`src/hdl/string_escape_decoder_core_assert.svh`:
```
// ---------------------------------------------------------------------------
// string_escape_decoder_core_assert.svh
// assertion macros shared by the string escape decoder
// ---------------------------------------------------------------------------
`ifndef STRING_ESCAPE_DECODER_CORE_ASSERT_SVH
`define STRING_ESCAPE_DECODER_CORE_ASSERT_SVH

// clocked assertion, switched off while reset is active
`define SED_ASSERT(lbl, prop, msg) \
  lbl: assert property (@(posedge clk_i) disable iff (!rst_ni) prop) else $error(msg);

// clocked assertion that is also checked during reset
`define SED_ASSERT_ALWAYS(lbl, prop, msg) \
  lbl: assert property (@(posedge clk_i) prop) else $error(msg);

`endif

```
`src/hdl/sed_pkg.sv`:
```
// ---------------------------------------------------------------------------
// sed_pkg
// shared types and status codes of the string escape decoder
// ---------------------------------------------------------------------------
package sed_pkg;

  // result status codes
  localparam logic [2:0] ST_DATA   = 3'd0;
  localparam logic [2:0] ST_CLOSED = 3'd1;
  localparam logic [2:0] ST_INTERP = 3'd2;
  localparam logic [2:0] ST_UNTERM = 3'd3;
  localparam logic [2:0] ST_BADHEX = 3'd4;
  localparam logic [2:0] ST_BADUNI = 3'd5;
  localparam logic [2:0] ST_BADESC = 3'd6;

  localparam logic [7:0] DELIM_RESET = 8'd34;
  localparam int unsigned MAX_RES = 4;

  typedef struct packed {
    logic [7:0] in_byte;
    logic       end_of_input;
  } sed_in_t;

  typedef struct packed {
    logic [7:0] out_byte;
    logic       byte_valid;
    logic [2:0] status;
    logic       last;
  } sed_out_t;

  // results of one input byte, handed from decoder to output buffer
  typedef struct packed {
    logic [2:0]                 count;
    sed_out_t [MAX_RES-1:0]     res;
  } sed_load_t;

endpackage

```
`src/hdl/sed_decoder.sv`:
```
// ---------------------------------------------------------------------------
// sed_decoder
// escape state machine: turns one source byte into up to four results
// ---------------------------------------------------------------------------
module sed_decoder (
  input  logic             clk_i,
  input  logic             rst_ni,
  input  logic             cfg_we_i,
  input  logic [7:0]       cfg_wdata_i,
  input  logic             accept_i,
  input  sed_pkg::sed_in_t in_data_i,
  output sed_pkg::sed_load_t load_o
);
  import sed_pkg::*;

  localparam logic [2:0] M_PLAIN  = 3'd0;
  localparam logic [2:0] M_DOLLAR = 3'd1;
  localparam logic [2:0] M_ESC    = 3'd2;
  localparam logic [2:0] M_HEX1   = 3'd3;
  localparam logic [2:0] M_HEX2   = 3'd4;
  localparam logic [2:0] M_DEC    = 3'd5;
  localparam logic [2:0] M_UNI    = 3'd6;

  localparam logic [24:0] CP_LIMIT = 25'h110000;

  typedef struct packed {
    logic       emit;
    sed_out_t   res;
    logic [2:0] mode;
  } plain_t;

  logic [7:0]  delim_q;
  logic [2:0]  mode_q, mode_d;
  logic [3:0]  hex_q, hex_d;
  logic [20:0] cp_q, cp_d;
  logic [3:0]  digits_q, digits_d;
  logic        long_q, long_d;
  logic [6:0]  dec_q, dec_d;

  function automatic sed_out_t byte_res(input logic [7:0] b);
    sed_out_t r;
    r.out_byte   = b;
    r.byte_valid = 1'b1;
    r.status     = ST_DATA;
    r.last       = 1'b0;
    return r;
  endfunction

  function automatic sed_out_t end_res(input logic [2:0] st);
    sed_out_t r;
    r.out_byte   = 8'h00;
    r.byte_valid = 1'b0;
    r.status     = st;
    r.last       = 1'b0;
    return r;
  endfunction

  // {is hex digit, value}
  function automatic logic [4:0] hex_nib(input logic [7:0] c, input logic eof);
    logic [4:0] r;
    r = 5'd0;
    if (!eof) begin
      if (c >= 8'h30 && c <= 8'h39) r = {1'b1, c[3:0]};
      else if ((c >= 8'h61 && c <= 8'h66) || (c >= 8'h41 && c <= 8'h46))
        r = {1'b1, c[3:0] + 4'd9};
    end
    return r;
  endfunction

  // simple escapes: {known, value}
  function automatic logic [8:0] esc_map(input logic [7:0] c);
    logic [8:0] r;
    case (c)
      8'h22:   r = {1'b1, 8'h22};
      8'h27:   r = {1'b1, 8'h27};
      8'h5C:   r = {1'b1, 8'h5C};
      8'h60:   r = {1'b1, 8'h60};
      8'h30:   r = {1'b1, 8'h00};
      8'h24:   r = {1'b1, 8'h24};
      8'h61:   r = {1'b1, 8'd7};
      8'h62:   r = {1'b1, 8'd8};
      8'h65:   r = {1'b1, 8'd27};
      8'h66:   r = {1'b1, 8'd12};
      8'h6E:   r = {1'b1, 8'd10};
      8'h72:   r = {1'b1, 8'd13};
      8'h74:   r = {1'b1, 8'd9};
      8'h76:   r = {1'b1, 8'd11};
      default: r = 9'd0;
    endcase
    return r;
  endfunction

  // handling of a byte in the plain body
  function automatic plain_t plain_step(input logic [7:0] c, input logic eof,
                                        input logic [7:0] delim);
    plain_t p;
    p.emit = 1'b1;
    p.mode = M_PLAIN;
    p.res  = byte_res(c);
    if (eof) p.res = end_res(ST_UNTERM);
    else if (c == delim) p.res = end_res(ST_CLOSED);
    else if (c == 8'h24) begin
      p.emit = 1'b0;
      p.mode = M_DOLLAR;
    end else if (c == 8'h0A || c == 8'h0D) p.res = end_res(ST_UNTERM);
    else if (c == 8'h5C) begin
      p.emit = 1'b0;
      p.mode = M_ESC;
    end
    return p;
  endfunction

  logic [7:0]  c;
  logic        eof;
  plain_t      pl;
  logic [4:0]  nib;
  logic [8:0]  esc;
  logic        is_dig;
  logic [9:0]  dec_t;
  logic [24:0] uni_t;
  logic [20:0] cp_n;
  logic [3:0]  dig_n;
  logic        uni_done;
  sed_out_t [MAX_RES-1:0] res;
  logic [2:0]  cnt;

  assign c   = in_data_i.in_byte;
  assign eof = in_data_i.end_of_input;

  // datapath terms used by several modes
  always_comb begin
    pl       = plain_step(c, eof, delim_q);
    nib      = hex_nib(c, eof);
    esc      = esc_map(c);
    is_dig   = !eof && c >= 8'h30 && c <= 8'h39;
    dec_t    = {dec_q, 3'b000} + {2'b00, dec_q, 1'b0} + {6'd0, c[3:0]};
    uni_t    = {cp_q, nib[3:0]};
    cp_n     = uni_t[20:0];
    dig_n    = digits_q + 4'd1;
    uni_done = long_q ? (dig_n >= 4'd8) : (dig_n >= 4'd4);
  end

  // next state and results of one byte
  always_comb begin
    mode_d   = mode_q;
    hex_d    = hex_q;
    cp_d     = cp_q;
    digits_d = digits_q;
    long_d   = long_q;
    dec_d    = dec_q;
    res      = '0;
    cnt      = 3'd0;
    case (mode_q)
      M_DOLLAR: begin
        if (!eof && c == 8'h7B) begin
          res[0] = end_res(ST_INTERP);
          cnt    = 3'd1;
          mode_d = M_PLAIN;
        end else begin
          res[0] = byte_res(8'h24);
          res[1] = pl.res;
          cnt    = pl.emit ? 3'd2 : 3'd1;
          mode_d = pl.mode;
        end
      end
      M_ESC: begin
        cnt    = 3'd1;
        mode_d = M_PLAIN;
        if (eof) res[0] = end_res(ST_UNTERM);
        else if (esc[8]) res[0] = byte_res(esc[7:0]);
        else if (c == 8'h78) begin
          cnt    = 3'd0;
          mode_d = M_HEX1;
        end else if (c == 8'h75 || c == 8'h55) begin
          cnt      = 3'd0;
          mode_d   = M_UNI;
          long_d   = (c == 8'h55);
          digits_d = 4'd0;
          cp_d     = 21'd0;
        end else if (c >= 8'h31 && c <= 8'h39) begin
          cnt      = 3'd0;
          mode_d   = M_DEC;
          dec_d    = {3'b000, c[3:0]};
          digits_d = 4'd1;
        end else res[0] = end_res(ST_BADESC);
      end
      M_HEX1: begin
        if (!nib[4]) begin
          res[0] = end_res(ST_BADHEX);
          cnt    = 3'd1;
          mode_d = M_PLAIN;
        end else begin
          hex_d  = nib[3:0];
          mode_d = M_HEX2;
        end
      end
      M_HEX2: begin
        cnt    = 3'd1;
        mode_d = M_PLAIN;
        res[0] = nib[4] ? byte_res({hex_q, nib[3:0]}) : end_res(ST_BADHEX);
      end
      M_DEC: begin
        if (is_dig) begin
          if (digits_q < 4'd2) begin
            dec_d    = dec_t[6:0];
            digits_d = 4'd2;
          end else begin
            cnt    = 3'd1;
            mode_d = M_PLAIN;
            res[0] = (dec_t > 10'd255) ? end_res(ST_BADESC) : byte_res(dec_t[7:0]);
          end
        end else begin
          res[0] = byte_res({1'b0, dec_q});
          res[1] = pl.res;
          cnt    = pl.emit ? 3'd2 : 3'd1;
          mode_d = pl.mode;
        end
      end
      M_UNI: begin
        if (!nib[4] || uni_t >= CP_LIMIT) begin
          res[0] = end_res(ST_BADUNI);
          cnt    = 3'd1;
          mode_d = M_PLAIN;
        end else begin
          cp_d     = cp_n;
          digits_d = dig_n;
          if (uni_done) begin
            mode_d = M_PLAIN;
            // utf-8 re-encoding by code point range
            if (cp_n < 21'h80) begin
              res[0] = byte_res(cp_n[7:0]);
              cnt    = 3'd1;
            end else if (cp_n < 21'h800) begin
              res[0] = byte_res({3'b110, cp_n[10:6]});
              res[1] = byte_res({2'b10, cp_n[5:0]});
              cnt    = 3'd2;
            end else if (cp_n < 21'h10000) begin
              if (cp_n[20:11] == 10'h01B) begin
                res[0] = end_res(ST_BADUNI);
                cnt    = 3'd1;
              end else begin
                res[0] = byte_res({4'b1110, cp_n[15:12]});
                res[1] = byte_res({2'b10, cp_n[11:6]});
                res[2] = byte_res({2'b10, cp_n[5:0]});
                cnt    = 3'd3;
              end
            end else begin
              res[0] = byte_res({5'b11110, cp_n[20:18]});
              res[1] = byte_res({2'b10, cp_n[17:12]});
              res[2] = byte_res({2'b10, cp_n[11:6]});
              res[3] = byte_res({2'b10, cp_n[5:0]});
              cnt    = 3'd4;
            end
          end
        end
      end
      default: begin
        res[0] = pl.res;
        cnt    = pl.emit ? 3'd1 : 3'd0;
        mode_d = pl.mode;
      end
    endcase

    // back to the plain body clears the escape state
    if (mode_d == M_PLAIN) begin
      hex_d    = 4'd0;
      cp_d     = 21'd0;
      digits_d = 4'd0;
      long_d   = 1'b0;
      dec_d    = 7'd0;
    end

    // flag the final result of this byte
    case (cnt)
      3'd1:    res[0].last = 1'b1;
      3'd2:    res[1].last = 1'b1;
      3'd3:    res[2].last = 1'b1;
      3'd4:    res[3].last = 1'b1;
      default: ;
    endcase
  end

  assign load_o.count = cnt;
  assign load_o.res   = res;

  // delimiter register
  always_ff @(posedge clk_i or negedge rst_ni) begin
    if (!rst_ni) begin
      delim_q <= DELIM_RESET;
    end else if (cfg_we_i) begin
      delim_q <= cfg_wdata_i;
    end
  end

  // escape state, advanced on each input transfer
  always_ff @(posedge clk_i or negedge rst_ni) begin
    if (!rst_ni) begin
      mode_q   <= M_PLAIN;
      hex_q    <= 4'd0;
      cp_q     <= 21'd0;
      digits_q <= 4'd0;
      long_q   <= 1'b0;
      dec_q    <= 7'd0;
    end else if (accept_i) begin
      mode_q   <= mode_d;
      hex_q    <= hex_d;
      cp_q     <= cp_d;
      digits_q <= digits_d;
      long_q   <= long_d;
      dec_q    <= dec_d;
    end
  end

endmodule

```
`src/hdl/sed_out_buf.sv`:
```
// ---------------------------------------------------------------------------
// sed_out_buf
// result register: holds the results of one byte and shifts them out
// ---------------------------------------------------------------------------
module sed_out_buf (
  input  logic                clk_i,
  input  logic                rst_ni,
  input  logic                load_en_i,
  input  sed_pkg::sed_load_t  load_i,
  input  logic                out_stall_i,
  output logic                ready_o,
  output logic                out_valid_o,
  output sed_pkg::sed_out_t   out_data_o
);
  import sed_pkg::*;

  sed_out_t [MAX_RES-1:0] buf_q;
  logic [2:0]             count_q;
  logic                   take;

  assign take        = (count_q != 3'd0) && !out_stall_i;
  // free now, or the last held result leaves in this cycle
  assign ready_o     = (count_q == 3'd0) || ((count_q == 3'd1) && !out_stall_i);
  assign out_valid_o = (count_q != 3'd0);
  assign out_data_o  = buf_q[0];

  // fill count
  always_ff @(posedge clk_i or negedge rst_ni) begin
    if (!rst_ni) begin
      count_q <= 3'd0;
    end else if (load_en_i) begin
      count_q <= load_i.count;
    end else if (take) begin
      count_q <= count_q - 3'd1;
    end
  end

  // result slots, head in slot zero
  always_ff @(posedge clk_i) begin
    if (load_en_i) begin
      buf_q <= load_i.res;
    end else if (take) begin
      for (int i = 0; i < MAX_RES - 1; i++) begin
        buf_q[i] <= buf_q[i+1];
      end
      buf_q[MAX_RES-1] <= '0;
    end
  end

endmodule

```
`src/hdl/string_escape_decoder_core.sv`:
```
// ---------------------------------------------------------------------------
// string_escape_decoder_core
// decodes the body of a quoted string literal into bytes and end status
// ---------------------------------------------------------------------------
//  channel | direction | handshake               | payload
//  --------+-----------+-------------------------+-------------------------
//  in      | input     | in_valid_i / in_stall_o | in_data_i  (sed_in_t)
//  out     | output    | out_valid_o / out_stall_i | out_data_o (sed_out_t)
//  cfg     | input     | cfg_we_i                | cfg_wdata_i (delimiter)
//
//  One source byte is taken per cycle while the result register is ready;
//  its results land in a four-slot result register in the cycle after it
//  is taken and leave one per cycle unless out_stall_i holds them back.
//  A byte causing n results (n up to 4, for a four byte utf-8 sequence) stalls the input until its last result leaves.
//  The next byte is taken in the cycle the last held result leaves.
//  Reset sets the plain body mode, an empty result register and the
//  double quote delimiter.
// ---------------------------------------------------------------------------
module string_escape_decoder_core (
  input  logic               clk_i,
  input  logic               rst_ni,
  input  logic               cfg_we_i,
  input  logic [7:0]         cfg_wdata_i,
  input  logic               in_valid_i,
  output logic               in_stall_o,
  input  sed_pkg::sed_in_t   in_data_i,
  output logic               out_valid_o,
  input  logic               out_stall_i,
  output sed_pkg::sed_out_t  out_data_o
);
  import sed_pkg::*;

  `include "string_escape_decoder_core_assert.svh"

  sed_load_t load;
  logic      ready;
  logic      accept;
  logic      load_en;

  // input transfer and result load
  assign in_stall_o = !ready;
  assign accept     = in_valid_i && ready;
  assign load_en    = accept && (load.count != 3'd0);

  sed_decoder u_dec (
    .clk_i       (clk_i),
    .rst_ni      (rst_ni),
    .cfg_we_i    (cfg_we_i),
    .cfg_wdata_i (cfg_wdata_i),
    .accept_i    (accept),
    .in_data_i   (in_data_i),
    .load_o      (load)
  );

  sed_out_buf u_buf (
    .clk_i       (clk_i),
    .rst_ni      (rst_ni),
    .load_en_i   (load_en),
    .load_i      (load),
    .out_stall_i (out_stall_i),
    .ready_o     (ready),
    .out_valid_o (out_valid_o),
    .out_data_o  (out_data_o)
  );

  // results of one byte leave without gaps
  `SED_ASSERT(a_no_gap,
              out_valid_o && !out_stall_i && !out_data_o.last |=> out_valid_o,
              "result sequence broken before last")
  // a new byte is never taken while earlier results are still pending
  `SED_ASSERT(a_no_overrun,
              accept |-> !out_valid_o || (out_data_o.last && !out_stall_i),
              "input taken over pending results")
  // an end status always closes the results of its byte
  `SED_ASSERT(a_end_last,
              out_valid_o && !out_data_o.byte_valid |->
                out_data_o.last && out_data_o.status != ST_DATA,
              "end status not final")
  // nothing is offered in the cycle after reset
  `SED_ASSERT_ALWAYS(a_reset_empty, !rst_ni |=> !out_valid_o, "result valid after reset")

endmodule

```
`config.mk`:
```
export PLATFORM = sky130hd
export DESIGN_NAME = string_escape_decoder_core
export DESIGN_NICKNAME = d
export VERILOG_FILES = /design/src/hdl/sed_pkg.sv /design/src/hdl/sed_decoder.sv /design/src/hdl/sed_out_buf.sv /design/src/hdl/string_escape_decoder_core.sv
export VERILOG_INCLUDE_DIRS = /design/src /design/src/hdl
export SDC_FILE = /design/constraint.sdc
export NUM_CORES = 1
export LEC_CHECK = 0
export ABC_AREA = 0
export BUFFER_PORTS_ARGS = -buffer_cell sky130_fd_sc_hd__buf_2
export CAP_MARGIN = 20
export CORE_ASPECT_RATIO = 0.8
export CORE_UTILIZATION = 64
export CTS_BUF_LIST = sky130_fd_sc_hd__clkbuf_2 sky130_fd_sc_hd__clkbuf_4 sky130_fd_sc_hd__clkbuf_8
export DETAILED_ROUTE_END_ITERATION = 8
export PLACE_DENSITY = 0.83
export SYNTH_ARGS = -nofsm -noshare
export SYNTH_HDL_FRONTEND = slang
export SYNTH_SLANG_ARGS = --single-unit
export TNS_END_PERCENT = 1
```
`constraint.sdc`:
```
create_clock -name clk_i -period 4.37 [get_ports clk_i]
set_input_delay 0.2185 -clock clk_i [delete_from_list [all_inputs] [get_ports clk_i]]
set_output_delay 0.2185 -clock clk_i [all_outputs]
set_load 0.03 [all_outputs]
```
Word-level counts from Yosys, hierarchy flattened
Cells that the tools add are included.
{ "classes": {"addsub": 5, "n_lt_le_gt_ge": 15, "eq_ne": 46, "muxes": 128, "reduce_logical": 37} }
{ "ops": {"columns": ["operator", "n"], "rows": [
  ["$mux 39", 8],
  ["$mux 13", 18],
  ["$mux 26", 8],
  ["$mux 52", 3],
  ["$mux 21", 6],
  ["$pmux 9 s14", 1],
  ["$eq 8x7->1 const B", 14],
  ["$mux 3", 28],
  ["$pmux 13 s6", 1],
  ["$mux 4", 14],
  ["$mux 7", 8],
  ["$pmux 21 s2", 1],
  ["$pmux 13 s3", 1],
  ["$pmux 3 s6", 2],
  ["$eq 8x6->1 const B", 4],
  ["$ge 25x21->1 const B", 1],
  ["$lt 21x12->1 const B", 1],
  ["$lt 21x17->1 const B", 1],
  ["$lt 21x8->1 const B", 1],
  ["$mux 1", 20],
  ["$reduce_and 9->1", 2],
  ["$eq 8x4->1 const B", 2],
  ["$ge 8x6->1 const B", 2],
  ["$ge 8x7->1 const B", 2],
  ["37 further kinds", 82]
]} }
{ "totals": {"register_bits": 103, "inputBits": 22, "output_inout_bits": 15, "word_cells": 255} }

Logic depth before layout (Yosys ltp)
Gate-level depths: netlist of run 1.
{ "depth": {"depth_word": 24, "ltp_mapped": 13, "depth_no_buf": 12} }

Hierarchy
From an unflattened synthesis of run 1, not the netlist that was laid out.
{ "unflattened": {"hier_cells": 788, "hier_area_um2": 7395.8} }
{ "by_module_without_submodules": {"columns": ["module", "n_inst", "cells_per_inst", "area_each_um2", "seq_area_each_um2"], "rows": [
  ["sed_decoder", 1, 633, 4693.3, 1203.7],
  ["sed_out_buf", 1, 152, 2682.6, 1636.6],
  ["string_escape_decoder_core", 1, 3, 20.0, 0.0]
]} }

Worst setup path before layout of run 1
OpenSTA, ideal clock, no wires.
{ "synth_timing": {"kind": "in2reg", "start": "input port in_data_i[1] (netlist name)", "end": "register u_buf.buf_q[13] (netlist name), enable pin", "setup_time_ns": 0.539, "arrival_time_ns": 3.471, "required_ns": 3.831, "slack_ns": 0.361, "cell_stages": 11, "path_buffers": 2, "path_cell_list": "clkbuf_1 > inv_1 > ha_1 > nor2b_1 > a221oi_1 > o41ai_1 > a311o_1 > or4_4 > o21ai_4 > buf_6 > nand2_1"} }
{ "synth_via": {"elab_chain_cells": 16, "word_cells_on_any_way": 73, "classes_between": "1 x add/sub; 11 x order compare; 21 x eq/ne; 25 x mux; 15 x reduce/logical"} }
{ "synth_lines": {"columns": ["element", "line", "text"], "rows": [
  ["start, declared", "string_escape_decoder_core.sv:26", "input sed_pkg::sed_in_t in_data_i,"],
  ["$ge 8x7->1 or $le 8x7->1 (tied branches)", "sed_decoder.sv:64", "else if ((c >= 8'h61 && c <= 8'h66) || (c >= 8'h41 && c <= 8'h46))"],
  ["$logic_and 1x1->1", "sed_decoder.sv:64", null],
  ["$logic_or 1x1->1", "sed_decoder.sv:64", null],
  ["$mux 5", "sed_decoder.sv:64", null],
  ["$mux 5", "sed_decoder.sv:63", "if (c >= 8'h30 && c <= 8'h39) r = {1'b1, c[3:0]};"],
  ["$mux 5", "sed_decoder.sv:62", "if (!eof) begin"],
  ["$lt 21x17->1", "sed_decoder.sv:237", "end else if (cp_n < 21'h10000) begin"],
  ["$mux 3", "sed_decoder.sv:237", null],
  ["$mux 3", "sed_decoder.sv:233", "end else if (cp_n < 21'h800) begin"],
  ["$mux 3", "sed_decoder.sv:230", "if (cp_n < 21'h80) begin"],
  ["$mux 3", "sed_decoder.sv:227", "if (uni_done) begin"],
  ["$mux 3", "sed_decoder.sv:220", "if (!nib[4] || uni_t >= CP_LIMIT) begin"],
  ["$pmux 3 s6 *", "sed_decoder.sv:153", "case (mode_q)"],
  ["$reduce_bool 3->1 *", "string_escape_decoder_core.sv:43", "assign load_en = accept && (load.count != 3'd0);"],
  ["$logic_and 1x1->1 *", "string_escape_decoder_core.sv:43", null],
  ["$reduce_bool 2->1 (no line) *", null, null],
  ["end signal, assigned", "sed_out_buf.sv:41", "buf_q <= load_i.res;"],
  ["end signal, assigned by index", "sed_out_buf.sv:44", "buf_q[i] <= buf_q[i+1];"],
  ["end, declared", "sed_out_buf.sv:17", "sed_out_t [MAX_RES-1:0] buf_q;"]
]} }
Every way passes the cells marked *; elsewhere a longest branch is shown, timed or not.
A chain may end at the register's enable or synchronous reset.

Worst setup path in the final report of run 1
{ "layout_timing": {"start": "input port in_data_i[2] (netlist name)", "end": "register u_buf.buf_q (netlist bit u_buf.out_data_o[10]), enable pin"} }
Same word-level chain as after synthesis.

==> qor.txt, run 1 <==
Area Growth Syn to Fin - 4.778%
commonest cells in the netlist - nand2_1, dfrtp_1, a21oi_1, o21ai_0, edfxtp_1
CP endpoint kind - register
Worst Path Arrival - 3.73 ns
R2R setup slack - 0.82 ns
worst min path class - in -> reg
setup ws final - 0.7507 ns
Layout Cells excl Fill - 870
vias per cell - 6.882
clock network power share - 18.6%
final wirelength - 19.31 mm
number of synthesized flops with an enable pin - 41
Mapped Nets - 770
Hold Path Cell Cnt - 2
endpoints failing setup - 0
top-count cell post-synth - nand2_1
CTS tree - built
combinational share of power - 38.7%
Final period util - 82.82%
final hold violations - 0
Max-slew headroom - 40.53%
Ports - 37
core footprint - 9809 um2
site row count - 32
Vias - 5987
dpl cells - 853
Crit Path Category - in -> reg
switching pwr - 1.263 mW
Yosys top cell by area - edfxtp_1
1st-iter DRT viols - 753
largest net degree at the start of global routing - 52
clock sinks - 92
Setup TNS - 0 ns
die footprint - 10680 um2
Die Ht - 92.64 um
syn avg cell area - 9.078 um2
wire per inst - 22.20 um
Cell Pwr Density - 445.4 nW/um2
post-synthesis register bit count - 92
RSZ-0062 raised after global routing - false
worst endpoint required time - 4.48 ns
post-synthesis sequential area ratio - 38.19%
antenna-violating nets left - 0
Max Transition Viols Final - 0
H-tree depth - 3
DR pass1 iterations - 6
buffers added on ports - 36
Synth area leaders - edfxtp_1, dfrtp_1, nand2_1, ha_1, a21oi_1
pre-CTS setup slack - 0.4507 ns
r2r worst-path depth - 10
mapped cell area - 6573 um2
R2R Path Start - u_dec.dec_q[0]
DP Area - 6685 um2
ANT cells - 0
Max clock buf depth - 2
clk root buf - clkbuf_8
internal power - 1.805 mW
Post-CTS Resized - 0
Reg clk slew, reported paths - 0.10 ns
Yosys cell types - 85
Post-synth top flop - dfrtp_1
DRC violations left - 0
global-route wire length before repair - 30.93 mm
Worst-Skew Late Latency - 0.39 ns
post-synthesis instance total - 724
hpwl dp - 14.50 mm
hold_sp - cfg_wdata_i[2]
Setup Skew - 0.009988 ns
worst vdd ir - 269.7 uV
Final Cell Area - 6887 um2
switching portion of total power - 41.16%
max-capacitance violation count - 0
Syn. warnings - 0
vias in the first global route - 5567
critical path launch point type - input pin
initial antenna violation count - 0
Hold Path End - u_dec.delim_q[2]
total CTS buffers - 9
Synth top area share - 18.73%
run status - finished, final reports clean
layout cell share with drive strength beyond 1 - 12.53%
Seq pwr share - 42.7%
GPL Wtd Cong - 0.9604
f_max - 276.3 MHz
Die Span X - 115.3 um
worst-path maximum fanout - 30
P_leak - 2.816 nW
hold slack final - 0.04756 ns
minimum clock period after layout - 3.619 ns
total global-route track usage - 38.77%
Reg-to-Reg End - u_buf.out_data_o[5]
Initial Util - 67.00%
grt ovf - 0
worst slew pin tran - 0.8853 ns
final net count - 775
Async S/R FF share, synth - 55.43%
[registers in the layout (all words and copies together), names as in the netlist]
| name | count |
|---|---|
| u_dec.cp_q | 21 |
| u_dec.hex_q | 4 |
| u_dec.digits_q | 4 |
| u_dec.long_q | 1 |
| u_dec.delim_q | 8 |
| u_dec.dec_q | 7 |
| u_buf.out_data_o | 13 |
| u_buf.buf_q | 28 |
| u_dec.mode_q | 3 |
| u_buf.count_q | 3 |
[area by class of cell]
type,instances,area [um2]
multi-input combinational,541,3603
timing repair buffer,48,272.8
sequential,92,2510
inverter,37,138.9
clock buffer,9,123.9
tap,136,170.2
fill,776,2923
clock inverter,7,67.56
[kinds of logic (layout without fill, tap and decap cells)]
| family | count (synthesis) | in the layout | share of synthesized area (%) |
|---|---|---|---|
| buffers and inverters | 91 | 101 | 6.986 |
| adders and majority gates | 24 | 24 | 4.797 |
| xor gates and xnor gates | 16 | 16 | 2.132 |
| AOI/OAI and AO/OA | 220 | 220 | 23.43 |
| and+or+nand+nor | 253 | 253 | 19.87 |
| muxes | 28 | 28 | 4.588 |
| DFF | 92 | 92 | 38.19 |
[power groups by stage]
stage / combinational (mW) / clock, mW / sequential [mW]
global placement: 1.13 / 0 / 1.33
global route: 1.29 / 0.608 / 1.34
finish: 1.19 / 0.572 / 1.31
detailed placement: 1.16 / 0 / 1.33
floorplan: 0.974 / 0 / 1.28
CTS: 1.17 / 0.576 / 1.31
[per-layer routing]
metal  share of wire [%]  GRT usage (%)  wire length [um]
met2                  43          56.24              8347
met1                  44          56.54              8404
met5                   0              0                 0
met3                  10          8.573              1935
met4                 3.2          13.85               625
[placed cells by master, fill, tap and decap left out, drive strengths merged, types with 12 or more instances in the layout]
master,count
nor3,19
mux2,17
and2,13
ha,22
edfxtp,41
a221oi,12
o21ai,44
inv,40
a21oi,47
buf,47
nand3,20
o31ai,18
dfrtp,49
nand2,88
nor2,42
a31oi,13
[how the worst max path moves through the flow]
stage	startpoint	depth (start not counted)	endpoint	slack [ns]
final	in_data_i[2]	11	u_buf.out_data_o[10]	0.75
after global routing	in_data_i[2]	11	u_buf.out_data_o[2]	0.51
after CTS	in_data_i[2]	11	u_buf.out_data_o[6]	0.84
after detailed placement	in_data_i[2]	11	u_buf.buf_q[19]	0.45
after global placement	in_data_i[2]	11	u_buf.buf_q[19]	0.54
after floorplan	in_data_i[1]	11	u_buf.buf_q[13]	0.36
[worst max-delay path, cell delays in order]
cell	delay, ns
buf_2	0.17
inv_1	0.17
ha_1	0.34
o21bai_1	0.24
a221oi_1	0.56
o41ai_1	0.22
a311o_1	0.30
or4_4	0.56
o21ai_4	0.46
nand2_1	0.18
buf_4	0.30
[through the flow]
stage                     util [%]  power (mW)
after CTS                    70.20       3.053
final                        70.20       3.067
after floorplan                  -       2.255
after global placement       68.15       2.459
after detailed placement     68.15       2.488
after global routing         70.20       3.236
[repair_timing]
| item | in CTS | in global routing |
|---|---|---|
| setup buffers | 0 | 0 |
| endpoints found under the hold margin | 49 | 0 |
| hold buffers | 1 | 0 |
(Power assumes the default switching activity.)
==> run 2, diff against run 1 <==
Clock period 4.37 ns to 3.55 ns, I/O delays scaled along.
==> run 2 against run 1 <==
  * Clock-buffer cell count did not move
  * Via count rose by 3.6%
  * Die area did not move
  * Largest cell class unchanged
  * Non-clock buffer count rose by 27
  * Register-to-register slack got worse by 0.79 ns
  * Routed wire length rose by 4.5%
  * Combinational power rose by 29%
  * Utilization rose by 2.9 points
  * Global-route usage rose by 0.89 points
==> qor.txt, run 2 (synthesized netlist as in run 1, its figures left out) <==
run status - finished, final reports clean
DR pass1 iterations - 6 (unchanged)
grt ovf - 0 (unchanged)
critical path's top delay family - adder cells
worst slew pin tran - 0.6582 ns (-0.2271 ns)
clock sinks - 92 (unchanged)
initial antenna violation count - 0 (unchanged)
total CTS buffers - 9 (unchanged)
Vias - 6202 (+3.6%)
Hold Path Cell Cnt - 2 (unchanged)
worst-path maximum fanout - 8 (-73%)
layout cell share with drive strength beyond 1 - 16.29% (+3.8 points)
Reg clk slew, reported paths - 0.10 ns (about the same)
wire per inst - 22.49 um (+1.3%)
Pwr Total - 3.915 mW (+28%)
Reg-to-Reg End - u_buf.out_data_o[6]
P_leak - 2.972 nW (+5.6%)
final wirelength - 20.17 mm (+4.5%)
CP endpoint kind - register
launch point of the worst path - u_dec.dec_q[2]
Ports - 37 (unchanged)
Die Span X - 115.3 um (unchanged)
die footprint - 10680 um2 (unchanged)
Critical Path Max Stage Delay - 0.55 ns (about the same)
Max-slew headroom - 55.66% (+15 points)
CTS tree - built
Worst Path Arrival - 3.69 ns (-0.04 ns)
CP dominant cell by count - fa_1
vias in the first global route - 5792 (+4.0%)
GPL Wtd Cong - 1.014 (+5.5%)
Die Ht - 92.64 um (unchanged)
DRC violations left - 0 (unchanged)
Layout Cells excl Fill - 897 (+3.1%)
Max clock buf depth - 2 (unchanged)
R2R setup slack - 0.03 ns (-0.79 ns)
final hold violations - 0 (unchanged)
endpoints failing setup - 0 (unchanged)
commonest cells after routing, fill and taps aside - nand2_1, dfrtp_1, a21oi_1
Area Growth Syn to Fin - 9.157%
Final period util - 99.17%
critical path launch point type - register
Worst-Skew Late Latency - 0.38 ns (about the same)
1st-iter DRT viols - 850 (+13%)
R2R Path Start - u_dec.dec_q[2]
Setup Skew - 0.01008 ns (+0.00008897 ns)
Final Cell Area - 7174 um2 (+4.2%)
minimum clock period after layout - 3.521 ns
pre-CTS setup slack - -0.06489 ns (-0.5156 ns)
global-route wire length before repair - 31.60 mm (+2.2%)
worst min path class - in -> reg
Hold Path End - u_dec.delim_q[4]
clk root buf - clkbuf_8
f_max - 284.0 MHz
dpl cells - 880 (+3.2%)
r2r worst-path depth - 11 (+1)
Levels on crit path - 11 (unchanged)
Cell Pwr Density - 545.7 nW/um2 (+23%)
largest reg by FF count - u_buf.buf_q
hpwl dp - 15.37 mm (+6.0%)
Post-CTS Setup Inserts - 0 (unchanged)
hold slack final - 0.01873 ns (-0.02883 ns)
H-tree depth - 3 (unchanged)
vias per cell - 6.914 (+0.47%)
final net count - 802 (+3.5%)
setup ws final - 0.02942 ns (-0.7213 ns)
Crit Path Category - reg -> reg
worst vdd ir - 317.9 uV (+18%)
most common cell after layout, fill and taps aside - nand2_1
hold_sp - cfg_wdata_i[4]
buffers and inverters on the worst path - 1 (-2)
core footprint - 9809 um2 (unchanged)
Initial Util - 67.00% (unchanged)
total global-route track usage - 39.66% (+0.89 points)
antenna-violating nets left - 0 (unchanged)
max reg flops - 28 (unchanged)
largest net degree at the start of global routing - 42 (-19%)
buffers added on ports - 36 (unchanged)
max-capacitance violation count - 0 (unchanged)
worst endpoint required time - 3.72 ns (-0.76 ns)
site row count - 32 (unchanged)
Max Transition Viols Final - 0 (unchanged)
Slowest cell on crit path - fa_1
DP Area - 6933 um2 (+3.7%)
ANT cells - 0 (unchanged)
crit-path cells - fa_1 > inv_1 > fa_1 > nor2b_1 > o2111ai_1 > a21oi_1 > mux2_2 > nor2_2 > nor2b_2 > a211oi_1 > o31ai_1
run 2: changes by cell type in the layout (fill, tap and decap cells not counted), moves of 2 or more:
cell | previous run | this run
buf_4 | 11 | 35
buf_12 | 0 | 3
clkinv_4 | 2 | 0
clkinvlp_4 | 0 | 2
run 2: where the power goes:
group | total, mW | switching, mW | internal (mW) | leakage (nW)
sequential | 1.61 | 0.127 | 1.48 | 1.09
combinational | 1.53 | 1.03 | 0.503 | 1.78
clock | 0.776 | 0.432 | 0.344 | 0.103
total | 3.91 | 1.59 | 2.33 | 2.97
run 2: timing repair:
item / 4_1_cts / 5_1_grt
endpoints found under the hold margin: 14 / 0
endpoints found under the setup margin: 3 / 8
cloned: 0 / 0
resized for setup: 2 / 2
hold buffers: 1 / 0
pin swaps: 0 / 1
run 2: worst max-delay path by stage:
stage	to	slack (ns)
2_1_floorplan	u_buf.buf_q[13]	0.24
3_3_place_gp	u_buf.out_data_o[5]	0.08
3_5_place_dp	u_buf.out_data_o[5]	-0.06
4_1_cts	u_buf.out_data_o[6]	-0.008
5_1_grt	u_buf.out_data_o[6]	-0.01
6_report	u_buf.out_data_o[6]	0.03
run 2: through the flow:
step                util [%]  setup TNS [ns]
detailed placement     70.68        -0.06489
floorplan                  -               0
finish                 73.14               0
CTS                    73.07       -0.008488
global placement       70.68               0
global route           73.14        -0.02100
run 2: layout make-up:
type | instances | area, um2
clock inverters | 7 | 92.59
clock buffers | 9 | 123.9
inverters | 37 | 138.9
flip-flops and latches | 92 | 2510
well taps | 136 | 170.2
fillers | 721 | 2635
repair buffers | 75 | 513.0
multi-input cells | 541 | 3626
run 2: metal layers:
metal  global-route usage (%)  vias to the layer above  part of all wire (%)
li1                         -                     2762                     -
met1                    55.66                     2935                    41
met2                    59.03                      435                    44
met3                    10.21                       70                    12
met4                    14.18                        0                   3.1
met5                        0                        -                     0
